==> src/rtl/core/cfbs_pkg.sv <==
// Package for the CAN frame bit serializer: shared constants, command and status types.
// Used by cfbs_ctrl, cfbs_dpath and the top level can_frame_bit_serializer.
`default_nettype none
package cfbs_pkg;

	localparam logic [14:0] CRC_POLY  = 15'h4599;
	localparam int          HDR_BITS  = 18;        // id(11) + rtr/ide/r0(3) + dlc(4)
	localparam int          BYTE_BITS = 8;
	localparam int          CRC_BITS  = 15;
	localparam int          SHIFT_W   = HDR_BITS;
	localparam int          CNT_W     = $clog2(HDR_BITS + 1);
	localparam logic [3:0]  MAX_DLC   = 4'd8;
	localparam logic        MODE_HDR  = 1'b0;
	localparam logic        MODE_DATA = 1'b1;
	localparam logic [2:0]  RUN_LIMIT = 3'd5;

	typedef enum logic [1:0] {
		LD_NONE,
		LD_HDR,
		LD_BYTE,
		LD_CRC
	} load_t;

	typedef enum logic [2:0] {
		EM_NONE,
		EM_SOF,
		EM_SHIFT,
		EM_FIXED,
		EM_ERR
	} emit_t;

	typedef struct packed {
		load_t load;
		emit_t emit;
		logic  crc_en;     // feed shifted bits into the CRC
		logic  fixed_bit;
		logic  fixed_end;
		logic  abandon;    // drop any open frame
		logic  close;      // frame finished, restore idle line state
	} dp_cmd_t;

	typedef struct packed {
		logic slot_free;
		logic cnt_zero;
		logic stuff_pending;
		logic bytes_zero;
		logic in_frame;
	} dp_status_t;

endpackage
`default_nettype wire

==> src/rtl/core/cfbs_dpath.sv <==
// Datapath of the CAN frame bit serializer: field shift register, CRC-15, bit stuffing,
// frame bookkeeping and the output register. Depends on cfbs_pkg.
`default_nettype none
module cfbs_dpath
	import cfbs_pkg::*;
(
	input  wire logic        clk,
	input  wire logic        arst_n,
	input  wire dp_cmd_t     cmd,
	output dp_status_t       status,
	input  wire logic [10:0] frame_id,
	input  wire logic [3:0]  data_length,
	input  wire logic [7:0]  data_byte,
	output logic             bit_valid,
	input  wire logic        bit_stall,
	output logic             line_bit,
	output logic             is_stuff_bit,
	output logic             frame_end,
	output logic             param_error
);

	logic [SHIFT_W-1:0] shreg_q;
	logic [CNT_W-1:0]   cnt_q;
	logic [14:0]        crc_q;
	logic               prev_q;
	logic [2:0]         run_q;
	logic               pend_q;
	logic [3:0]         bytes_q;
	logic               in_frame_q;
	logic               valid_q;
	logic               line_q, stuff_q, end_q, err_q;

	logic               nb;
	logic [2:0]         new_run;
	logic [14:0]        crc_next;

	assign nb       = shreg_q[SHIFT_W-1];
	assign new_run  = (nb == prev_q) ? run_q + 3'd1 : 3'd1;
	assign crc_next = {crc_q[13:0], 1'b0} ^ ((nb ^ crc_q[14]) ? CRC_POLY : 15'd0);

	assign status.slot_free     = !valid_q || !bit_stall;
	assign status.cnt_zero      = (cnt_q == '0);
	assign status.stuff_pending = pend_q;
	assign status.bytes_zero    = (bytes_q == 4'd0);
	assign status.in_frame      = in_frame_q;

	assign bit_valid    = valid_q;
	assign line_bit     = line_q;
	assign is_stuff_bit = stuff_q;
	assign frame_end    = end_q;
	assign param_error  = err_q;

	always_ff @(posedge clk or negedge arst_n) begin
		if (!arst_n) begin
			cnt_q      <= '0;
			crc_q      <= '0;
			prev_q     <= 1'b1;
			run_q      <= 3'd0;
			pend_q     <= 1'b0;
			bytes_q    <= 4'd0;
			in_frame_q <= 1'b0;
			valid_q    <= 1'b0;
		end else begin
			if (cmd.emit != EM_NONE)
				valid_q <= 1'b1;
			else if (valid_q && !bit_stall)
				valid_q <= 1'b0;

			unique case (cmd.load)
				LD_HDR: begin
					cnt_q      <= CNT_W'(HDR_BITS);
					crc_q      <= '0;
					bytes_q    <= data_length;
					in_frame_q <= 1'b1;
					pend_q     <= 1'b0;
				end
				LD_BYTE: begin
					cnt_q   <= CNT_W'(BYTE_BITS);
					bytes_q <= bytes_q - 4'd1;
				end
				LD_CRC: cnt_q <= CNT_W'(CRC_BITS);
				default: ;
			endcase

			if (cmd.abandon) begin
				in_frame_q <= 1'b0;
				bytes_q    <= 4'd0;
			end
			if (cmd.close) begin
				prev_q     <= 1'b1;
				run_q      <= 3'd0;
				in_frame_q <= 1'b0;
				bytes_q    <= 4'd0;
			end

			unique case (cmd.emit)
				EM_SOF: begin
					prev_q  <= 1'b0;
					run_q   <= 3'd1;
				end
				EM_SHIFT: begin
					if (pend_q) begin
						// complementary stuff bit opens the next run
						pend_q <= 1'b0;
						prev_q <= !prev_q;
						run_q  <= 3'd1;
					end else begin
						cnt_q  <= cnt_q - CNT_W'(1);
						prev_q <= nb;
						run_q  <= new_run;
						pend_q <= (new_run >= RUN_LIMIT);
						if (cmd.crc_en)
							crc_q <= crc_next;
					end
				end
				default: ;
			endcase
		end
	end

	// payload registers: no reset
	always_ff @(posedge clk) begin
		unique case (cmd.load)
			LD_HDR:  shreg_q <= {frame_id, 3'b000, data_length};
			LD_BYTE: shreg_q <= {data_byte, (SHIFT_W - 8)'(0)};
			LD_CRC:  shreg_q <= {crc_q, (SHIFT_W - 15)'(0)};
			default: ;
		endcase

		unique case (cmd.emit)
			EM_SOF: begin
				line_q  <= 1'b0;
				stuff_q <= 1'b0;
				end_q   <= 1'b0;
				err_q   <= 1'b0;
			end
			EM_SHIFT: begin
				stuff_q <= pend_q;
				end_q   <= 1'b0;
				err_q   <= 1'b0;
				if (pend_q) begin
					line_q <= !prev_q;
				end else begin
					line_q  <= nb;
					shreg_q <= {shreg_q[SHIFT_W-2:0], 1'b0};
				end
			end
			EM_FIXED: begin
				line_q  <= cmd.fixed_bit;
				stuff_q <= 1'b0;
				end_q   <= cmd.fixed_end;
				err_q   <= 1'b0;
			end
			EM_ERR: begin
				line_q  <= 1'b1;
				stuff_q <= 1'b0;
				end_q   <= 1'b1;
				err_q   <= 1'b1;
			end
			default: ;
		endcase
	end

endmodule
`default_nettype wire

==> src/rtl/core/cfbs_ctrl.sv <==
// Controller of the CAN frame bit serializer: item decode and frame sequencing FSM,
// plus the ACK configuration register. Depends on cfbs_pkg.
`default_nettype none
module cfbs_ctrl
	import cfbs_pkg::*;
(
	input  wire logic       clk,
	input  wire logic       arst_n,
	input  wire logic       item_valid,
	output logic            item_stall,
	input  wire logic       mode,
	input  wire logic [3:0] data_length,
	input  wire logic       cfg_valid,
	output logic            cfg_ready,
	input  wire logic       emit_ack_bits,
	input  wire dp_status_t status,
	output dp_cmd_t         cmd
);

	typedef enum logic [2:0] {
		ST_IDLE,
		ST_ERR,
		ST_SOF,
		ST_FIELD,
		ST_CRC,
		ST_DELIM,
		ST_ACK_SLOT,
		ST_ACK_DELIM
	} state_t;

	state_t state_q, state_d;
	logic   ack_en_q;
	logic   field_done;

	assign item_stall = (state_q != ST_IDLE);
	assign cfg_ready  = (state_q == ST_IDLE);
	assign field_done = status.cnt_zero && !status.stuff_pending;

	always_comb begin
		state_d       = state_q;
		cmd.load      = LD_NONE;
		cmd.emit      = EM_NONE;
		cmd.crc_en    = 1'b0;
		cmd.fixed_bit = 1'b0;
		cmd.fixed_end = 1'b0;
		cmd.abandon   = 1'b0;
		cmd.close     = 1'b0;

		unique case (state_q)
			ST_IDLE: begin
				if (item_valid) begin
					if (mode == MODE_HDR) begin
						if (data_length > MAX_DLC) begin
							cmd.abandon = 1'b1;
							state_d     = ST_ERR;
						end else begin
							cmd.load = LD_HDR;
							state_d  = ST_SOF;
						end
					end else if (status.in_frame && !status.bytes_zero) begin
						cmd.load = LD_BYTE;
						state_d  = ST_FIELD;
					end else begin
						state_d = ST_ERR;
					end
				end
			end
			ST_ERR: begin
				if (status.slot_free) begin
					cmd.emit = EM_ERR;
					state_d  = ST_IDLE;
				end
			end
			ST_SOF: begin
				if (status.slot_free) begin
					cmd.emit = EM_SOF;
					state_d  = ST_FIELD;
				end
			end
			ST_FIELD: begin
				if (field_done) begin
					// last payload byte (or empty frame) goes straight on to the CRC
					if (status.bytes_zero) begin
						cmd.load = LD_CRC;
						state_d  = ST_CRC;
					end else begin
						state_d = ST_IDLE;
					end
				end else if (status.slot_free) begin
					cmd.emit   = EM_SHIFT;
					cmd.crc_en = 1'b1;
				end
			end
			ST_CRC: begin
				if (field_done) begin
					state_d = ST_DELIM;
				end else if (status.slot_free) begin
					cmd.emit = EM_SHIFT;
				end
			end
			ST_DELIM: begin
				if (status.slot_free) begin
					cmd.emit      = EM_FIXED;
					cmd.fixed_bit = 1'b1;
					cmd.fixed_end = !ack_en_q;
					cmd.close     = 1'b1;
					state_d       = ack_en_q ? ST_ACK_SLOT : ST_IDLE;
				end
			end
			ST_ACK_SLOT: begin
				if (status.slot_free) begin
					cmd.emit = EM_FIXED;
					state_d  = ST_ACK_DELIM;
				end
			end
			ST_ACK_DELIM: begin
				if (status.slot_free) begin
					cmd.emit      = EM_FIXED;
					cmd.fixed_bit = 1'b1;
					cmd.fixed_end = 1'b1;
					state_d       = ST_IDLE;
				end
			end
			default: state_d = ST_IDLE;
		endcase
	end

	always_ff @(posedge clk or negedge arst_n) begin
		if (!arst_n) begin
			state_q  <= ST_IDLE;
			ack_en_q <= 1'b1;
		end else begin
			state_q <= state_d;
			if (cfg_valid && cfg_ready)
				ack_en_q <= emit_ack_bits;
		end
	end

endmodule
`default_nettype wire

==> src/rtl/core/can_frame_bit_serializer.sv <==
// Top level of the CAN 2.0A frame bit serializer.
// Instantiates cfbs_ctrl and cfbs_dpath; depends on cfbs_pkg.

// Turns header and payload byte items into CAN 2.0A data frame line bits (SOF, identifier,
// RTR/IDE/r0, DLC, data, CRC-15, with stuff bits), then the CRC delimiter and optionally
// the ACK slot and ACK delimiter. Within a field, line bits leave one per cycle from an
// output register while the consumer does not stall. One item is handled at a time: a data
// byte is accepted, its bits go out with any stuff bits, and the block returns to idle; a
// header also sends SOF first. The item ending the frame adds the stuffed CRC bits and then
// the CRC delimiter, or with ACK enabled the delimiter, ACK slot and ACK delimiter. An
// error result is a single line bit with frame_end and param_error set.
// emit_ack_bits is written through the cfg handshake while the block is idle.
`default_nettype none
module can_frame_bit_serializer
	import cfbs_pkg::*;
(
	input  wire logic        clk,
	input  wire logic        arst_n,
	input  wire logic        cfg_valid,
	output logic             cfg_ready,
	input  wire logic        emit_ack_bits,
	input  wire logic        item_valid,
	output logic             item_stall,
	input  wire logic        mode,
	input  wire logic [10:0] frame_id,
	input  wire logic [3:0]  data_length,
	input  wire logic [7:0]  data_byte,
	output logic             bit_valid,
	input  wire logic        bit_stall,
	output logic             line_bit,
	output logic             is_stuff_bit,
	output logic             frame_end,
	output logic             param_error
);

	dp_cmd_t    cmd;
	dp_status_t status;

	cfbs_ctrl u_ctrl (
		.clk          (clk),
		.arst_n       (arst_n),
		.item_valid   (item_valid),
		.item_stall   (item_stall),
		.mode         (mode),
		.data_length  (data_length),
		.cfg_valid    (cfg_valid),
		.cfg_ready    (cfg_ready),
		.emit_ack_bits(emit_ack_bits),
		.status       (status),
		.cmd          (cmd)
	);

	cfbs_dpath u_dpath (
		.clk         (clk),
		.arst_n      (arst_n),
		.cmd         (cmd),
		.status      (status),
		.frame_id    (frame_id),
		.data_length (data_length),
		.data_byte   (data_byte),
		.bit_valid   (bit_valid),
		.bit_stall   (bit_stall),
		.line_bit    (line_bit),
		.is_stuff_bit(is_stuff_bit),
		.frame_end   (frame_end),
		.param_error (param_error)
	);

endmodule
`default_nettype wire

==> config.mk <==
export PLATFORM = sky130hd
export DESIGN_NAME = can_frame_bit_serializer
export DESIGN_NICKNAME = d
export VERILOG_FILES = /design/src/rtl/core/cfbs_pkg.sv /design/src/rtl/core/cfbs_dpath.sv /design/src/rtl/core/cfbs_ctrl.sv /design/src/rtl/core/can_frame_bit_serializer.sv
export SDC_FILE = /design/constraint.sdc
export NUM_CORES = 1
export LEC_CHECK = 0
export BUFFER_PORTS_ARGS = -buffer_cell sky130_fd_sc_hd__buf_2
export CORE_MARGIN = 10
export CORE_UTILIZATION = 55
export CTS_CLUSTER_DIAMETER = 200
export DETAILED_ROUTE_END_ITERATION = 7
export GPL_TIMING_DRIVEN = 0
export PLACE_DENSITY = 0.74
export SKIP_LAST_GASP = 1
export SYNTH_ARGS = -nofsm -noshare
export SYNTH_HDL_FRONTEND = slang
export SYNTH_SLANG_ARGS = --single-unit
==> constraint.sdc <==
create_clock -name clk -period 3 [get_ports clk]
set_input_delay 0.45 -clock clk [delete_from_list [all_inputs] [get_ports clk]]
set_output_delay 0.45 -clock clk [all_outputs]
set_load 0.01 [all_outputs]
[Yosys cells after proc, flatten, opt, wreduce, memory -nomap -nowiden]
Index checks and enable logic that the tools add are counted.
Word-level totals
  register bits: 57
  latch bits: 0
  bits in writable memories: 0
  ROM bits: 0
  output and inout bits: 7
  logic and storage cells: 146
  memories: 0
Cells by class
  add/subtract/negate cells: 3
  multiply operators: 0
  divide/modulo/power cells: 0
  $lt $le $gt $ge: 2
  equality and inequality tests: 22
  shifts and indexed selects: 0
  muxes and demuxes: 71
  bitwise operators: 2
  reductions and logical operators: 31
Operators with widths (count)
  2-to-1 mux 15 bit: 5
  case mux 18 bit (3 select lines): 1
  2-to-1 mux 3 bit: 16
  2-to-1 mux 18 bit: 2
  2-to-1 mux 2 bit: 12
  case mux 3 bit (7 select lines): 1
  2-to-1 mux 1 bit: 19
  equality test 3 bit, second input constant: 5
  case mux 3 bit (5 select lines): 1
  case mux 5 bit (3 select lines): 1
  nonzero test 3 bit: 5
  bitwise XOR 15 bit: 1
  equality test 3 x 2 -> 1 bit, second input constant: 4
  2-to-1 mux 5 bit: 2
  OR reduction 3 bit: 3
  2-to-1 mux 4 bit: 2
  != test 2 bit, second input constant: 4
  case mux 2 bit (2 select lines): 2
  case mux 4 bit (2 select lines): 1
  nonzero test 2 bit: 4
  nonzero test 4 bit: 2
  AND reduction 7 bit: 1
  equality test 3 x 1 -> 1 bit, second input constant: 2
  zero test 1 bit: 6
  other kinds (20): 29

[Depth between registers and ports, before layout]
  word-level depth: 12
  depth in mapped cells: 8
  gate-level depth less buffers: 6

[Hierarchy]
Synthesis repeated with hierarchy kept, for this count alone.
Unflattened totals
  cells, all modules: 368
  area, all modules: 3249.4 um^2
By module, submodules not included
  cfbs_dpath: times used 1, cells each 312, area an instance 2844.0 um^2, seq. area each 1257.5 um^2
  cfbs_ctrl: times used 1, cells each 56, area an instance 405.4 um^2, seq. area each 101.3 um^2

[Least setup slack after synthesis]
Ideal clock, no wire load.
  kind: flip-flop to flip-flop
  start: register u_dpath.cnt_q[0]
  end: register u_dpath.shreg_q[11]
  setup time: 0.122 ns
  arrival: 1.986 ns
  data required time: 2.878 ns
  path slack: 0.892 ns
  cell stages (with the launch flop): 9
  clock period less this slack: 2.108 ns
  cell sequence: dfrtp_1 inv_1 ha_1 or4b_1 buf_2 o211a_2 buf_2 a221o_1 o32a_1
On the way
  longest elaborated chain between the ends: 8
Ends and longest elaborated chain
  start: declaration: RTL line cfbs_dpath.sv:23  | logic [CNT_W-1:0] cnt_q;
  start signal: assignment: RTL line cfbs_dpath.sv:71  | cnt_q <= CNT_W'(HDR_BITS);
  start signal: assignment: RTL line cfbs_dpath.sv:78  | cnt_q <= CNT_W'(BYTE_BITS);
  start signal: assignment: RTL line cfbs_dpath.sv:81  | LD_CRC: cnt_q <= CNT_W'(CRC_BITS);
  zero test 5 bit *: RTL line cfbs_dpath.sv:42  | assign status.cnt_zero = (cnt_q == '0);
  logical AND 1 bit *: RTL line cfbs_ctrl.sv:37  | assign field_done = status.cnt_zero && !status.stuff_pending;
  2-to-1 mux 2 bit: RTL line cfbs_ctrl.sv:81  | if (field_done) begin
  case mux 2 bit (2 select lines): RTL line cfbs_ctrl.sv:49  | unique case (state_q)
  equality test 2 bit / equality test 2 x 1 -> 1 bit (equally long branches): RTL line cfbs_dpath.sv:123  | unique case (cmd.load)
  case mux 18 bit (3 select lines): RTL line cfbs_dpath.sv:123
  2-to-1 mux 18 bit: RTL line cfbs_dpath.sv:141  | if (pend_q) begin
  2-to-1 mux 18 bit *: RTL line cfbs_dpath.sv:130  | unique case (cmd.emit)
  end signal: assignment: RTL line cfbs_dpath.sv:124  | LD_HDR: shreg_q <= {frame_id, 3'b000, data_length};
  end signal: assignment: RTL line cfbs_dpath.sv:125  | LD_BYTE: shreg_q <= {data_byte, (SHIFT_W - 8)'(0)};
  end signal: assignment: RTL line cfbs_dpath.sv:126  | LD_CRC: shreg_q <= {crc_q, (SHIFT_W - 15)'(0)};
  end: declaration: RTL line cfbs_dpath.sv:22  | logic [SHIFT_W-1:0] shreg_q;
Mark *: on every way between the ends. The rest lies on a longest branch, timed or not.
A chain may end at the register's enable or synchronous reset.

[Final worst setup path]
  start: register u_dpath.bytes_q[0]
  end: register u_dpath.shreg_q[4]
On the way
  longest elaborated chain between the ends: 11
Ends and longest elaborated chain
  start: declaration: RTL line cfbs_dpath.sv:28  | logic [3:0] bytes_q;
  start signal: assignment: RTL line cfbs_dpath.sv:73  | bytes_q <= data_length;
  start signal: assignment: RTL line cfbs_dpath.sv:79  | bytes_q <= bytes_q - 4'd1;
  zero test 4 bit *: RTL line cfbs_dpath.sv:44  | assign status.bytes_zero = (bytes_q == 4'd0);
  zero test 1 bit: RTL line cfbs_ctrl.sv:60  | end else if (status.in_frame && !status.bytes_zero) begin
  logical AND 1 bit: RTL line cfbs_ctrl.sv:60
  2-to-1 mux 2 bit: RTL line cfbs_ctrl.sv:60
  2-to-1 mux 2 bit: RTL line cfbs_ctrl.sv:52  | if (mode == MODE_HDR) begin
  2-to-1 mux 2 bit: RTL line cfbs_ctrl.sv:51  | if (item_valid) begin
  case mux 2 bit (2 select lines) *: RTL line cfbs_ctrl.sv:49
  equality test 2 bit / equality test 2 x 1 -> 1 bit (equally long branches): RTL line cfbs_dpath.sv:123
  case mux 18 bit (3 select lines) *: RTL line cfbs_dpath.sv:123
  2-to-1 mux 18 bit: RTL line cfbs_dpath.sv:141
  2-to-1 mux 18 bit *: RTL line cfbs_dpath.sv:130
Marks and branches as above.

==> impl_metrics.env <==
export IMPL_antenna_found_initial=0
export IMPL_reg2reg_depth=8
export IMPL_drt_iter0_drc=151
export IMPL_cts_sinks=57
export IMPL_synthCells=309
export IMPL_place_ws_ns=0.292
export IMPL_yosysUniqueCellTypes=65
export IMPL_synth_nets=344
export IMPL_synth_common_cells="dfrtp_1 (33), dfxtp_1 (18), clkbuf_1 (17), o211a_1 (17), a22o_1 (16)"
export IMPL_grt_pass1_vias=2878
export IMPL_pin_count=37
export IMPL_dpl_cell_count=416
export IMPL_yosysSeqAreaShare_pct=42.6
export IMPL_yosys_area_top_type="dfrtp_1"
export IMPL_ys_seq_elements=57
export IMPL_cts_hold_buf=0
export IMPL_vias=2820
export IMPL_crit_required_ns=3.24
export IMPL_via_per_inst=6.53
export IMPL_min_period_over_period_pct=91.4
export IMPL_timing_rr_end="u_dpath.shreg_q[4]"
export IMPL_synth_edf_count=4
export IMPL_cts_max_level=3
export IMPL_nNetsFinal=390
export IMPL_status="finished, final reports clean"
export IMPL_wl_per_cell_um=19.3
export IMPL_clockBufferDepth=2
export IMPL_min_period_ns=2.74
export IMPL_port_buffer_count=35
export IMPL_place_congestion=0.828
export IMPL_die_area_um2=9250
export IMPL_ctsResizeCount=0
export IMPL_grt_pass1_wl_um=13700
export IMPL_fin_skew_ns=0.00717
export IMPL_die_w_um=96.2
export IMPL_p_leak_nw=1.61
export IMPL_ff2ff_setup_slack_ns=0.26
export IMPL_yosysMostFrequentCell="dfrtp_1"
export IMPL_synth_top_area_share_pct=25.9
export IMPL_ant_nets=0
export IMPL_diodes=0
export IMPL_max_freq_ghz=0.365
export IMPL_grtUsageTotal_pct=18.7
export IMPL_grt_max_degree=36
export IMPL_clock_latency_ns=0.34
export IMPL_final_core_util_pct=65.7
export IMPL_nFillCells=496
export IMPL_cts_made_buffers=9
export IMPL_path_class="reg -> reg"
export IMPL_synth_area_per_cell_um2=10.3
export IMPL_critPathArrivalTime_ns=2.98
export IMPL_critPathCaptureType="flip-flop"
export IMPL_dp_final_hpwl_um=6030
export IMPL_hold_path_class="in -> async"
export IMPL_ir_drop_mv=0.616
export IMPL_setup_tns_final_ns=0
export IMPL_drv_slew=0
export IMPL_coreArea_um2=5570
export IMPL_cts_root_buffer="clkbuf_8"
export IMPL_cts_setup_buffers=0
export IMPL_relSlewSlack_pct=38.5
export IMPL_worst_pin_slew_ns=0.916
export IMPL_drv_cap=0
export IMPL_syn2layout_area_growth_pct=14.7
export IMPL_timing_final_ws_setup_ns=0.258
export IMPL_wl_um=8340
export IMPL_finalSetupViolCount=0
export IMPL_rows=27
export IMPL_yosys_most_used_dff="dfrtp_1"
export IMPL_drtPass1Iterations=5
export IMPL_drc=0
export IMPL_synth_warnings=0
export IMPL_rsz0062_at_grt="no"
export IMPL_drive_gt1_share_pct=20.6
export IMPL_p_per_area_nw_per_um2=1130
export IMPL_syn_area_um2=3190
export IMPL_die_height_um=96.2
export IMPL_overflow=0
export IMPL_ys_async_sr_fraction_pct=61.4
export IMPL_finalHoldViolCount=0
export IMPL_worst_hold_slack_ns=0.201
export IMPL_cts_reportedPaths_clkPinSlew_ns=0.07
export IMPL_start_util_pct=57.2
export IMPL_synth_area_top_cells="dfrtp_1 (26%), dfxtp_1 (11%), o211a_1 (5.3%)"
export IMPL_startpoint_type="flip-flop"
export IMPL_critPathMaxFanout=10
export IMPL_instances_no_fill=432
export IMPL_cts_tree="done"
export IMPL_reg2reg_from="u_dpath.bytes_q[0]"
-- layout by cell type (no fill, tap or decap), types with 7 or more instances in the layout --
cell	n
o21ai_0	7
inv_1	11
xnor2_1	9
and2_1	12
nor3_1	10
nand2_1	8
dfrtp_1	33
nor2_1	12
a21oi_1	12
buf_2	42
o32a_1	8
o211a_1	17
clkbuf_8	11
o22a_1	10
dfxtp_1	18
a221o_1	13
clkbuf_1	17
a22o_1	16
-- critical path, cell delays in order, from the launching register on --
cell and delay (ns):
dfrtp_1 0.42, inv_1 0.10, ha_1 0.14, nor3b_1 0.30, clkbuf_1 0.40, nand4_1 0.52, clkbuf_1 0.39, o211a_1 0.20
o22a_1 0.17
-- cell type report --
cell class	instances	area, um2	area share (%)
inverter	12	45.0	1.23
multi-input combinational	213	1660	45.3
buffer	27	129	3.52
timing repair buffer	35	175	4.78
sequential	57	1360	37.1
clock buffer	11	151	4.14
tap	72	90.1	2.46
clock inverter	5	53.8	1.47
-- through the flow --
| stage | total power [W] | area (um2) |
|---|---|---|
| after floorplan | 0.00287 | 3190 |
| after global placement | 0.00329 | 3460 |
| after detailed placement | 0.00337 | 3460 |
| after CTS | 0.00412 | 3660 |
| after global routing | 0.00440 | 3660 |
| final | 0.00412 | 3660 |
-- where the power goes --
part / switching [W] / internal (W)
clock network: 0.000323 / 0.000426
logic: 0.00102 / 0.000911
registers: 0.000281 / 0.00116
total: 0.00162 / 0.00250
-- layer usage --
metal	part of all wire (%)	global-route usage, %
met5	0	0
met4	2.0	6.88
met3	6.5	4.51
met2	50	32.5
met1	42	21.9
-- how the worst max path moves through the flow --
stage	start	end	slack, ns	depth (start not counted)
global placement	u_dpath.bytes_q[0]	u_dpath.shreg_q[4]	0.29	8
global route	u_dpath.bytes_q[0]	u_dpath.shreg_q[8]	0.07	8
floorplan	u_dpath.cnt_q[0]	u_dpath.shreg_q[11]	0.89	8
detailed placement	u_dpath.bytes_q[0]	u_dpath.shreg_q[4]	0.29	8
CTS	u_dpath.bytes_q[0]	u_dpath.shreg_q[4]	0.28	8
finish	u_dpath.bytes_q[0]	u_dpath.shreg_q[4]	0.26	8
-- kinds of logic (layout without fill, tap and decap cells) --
logic type               after synthesis  after routing  share of synthesized area (%)
buffers and inverters                 39             90                           5.45
flip-flops                            57             57                           42.6
AND/OR/NAND/NOR                       71             71                           13.5
adder cells (fa/ha/maj)                5              5                           1.96
multiplexers                           4              4                           1.33
XOR/XNOR                              10             10                           2.75
AO/OA/AOI/OAI                        123            123                           32.4
-- flip-flops by register name, indices dropped and copies added, names as in the netlist, 3 cells and up --
signal           flops
u_dpath.shreg_q     18
u_dpath.crc_q       15
u_dpath.cnt_q        5
u_dpath.bytes_q      4
u_ctrl.state_q       3
u_dpath.run_q        3
(Power assumes the default switching activity.)
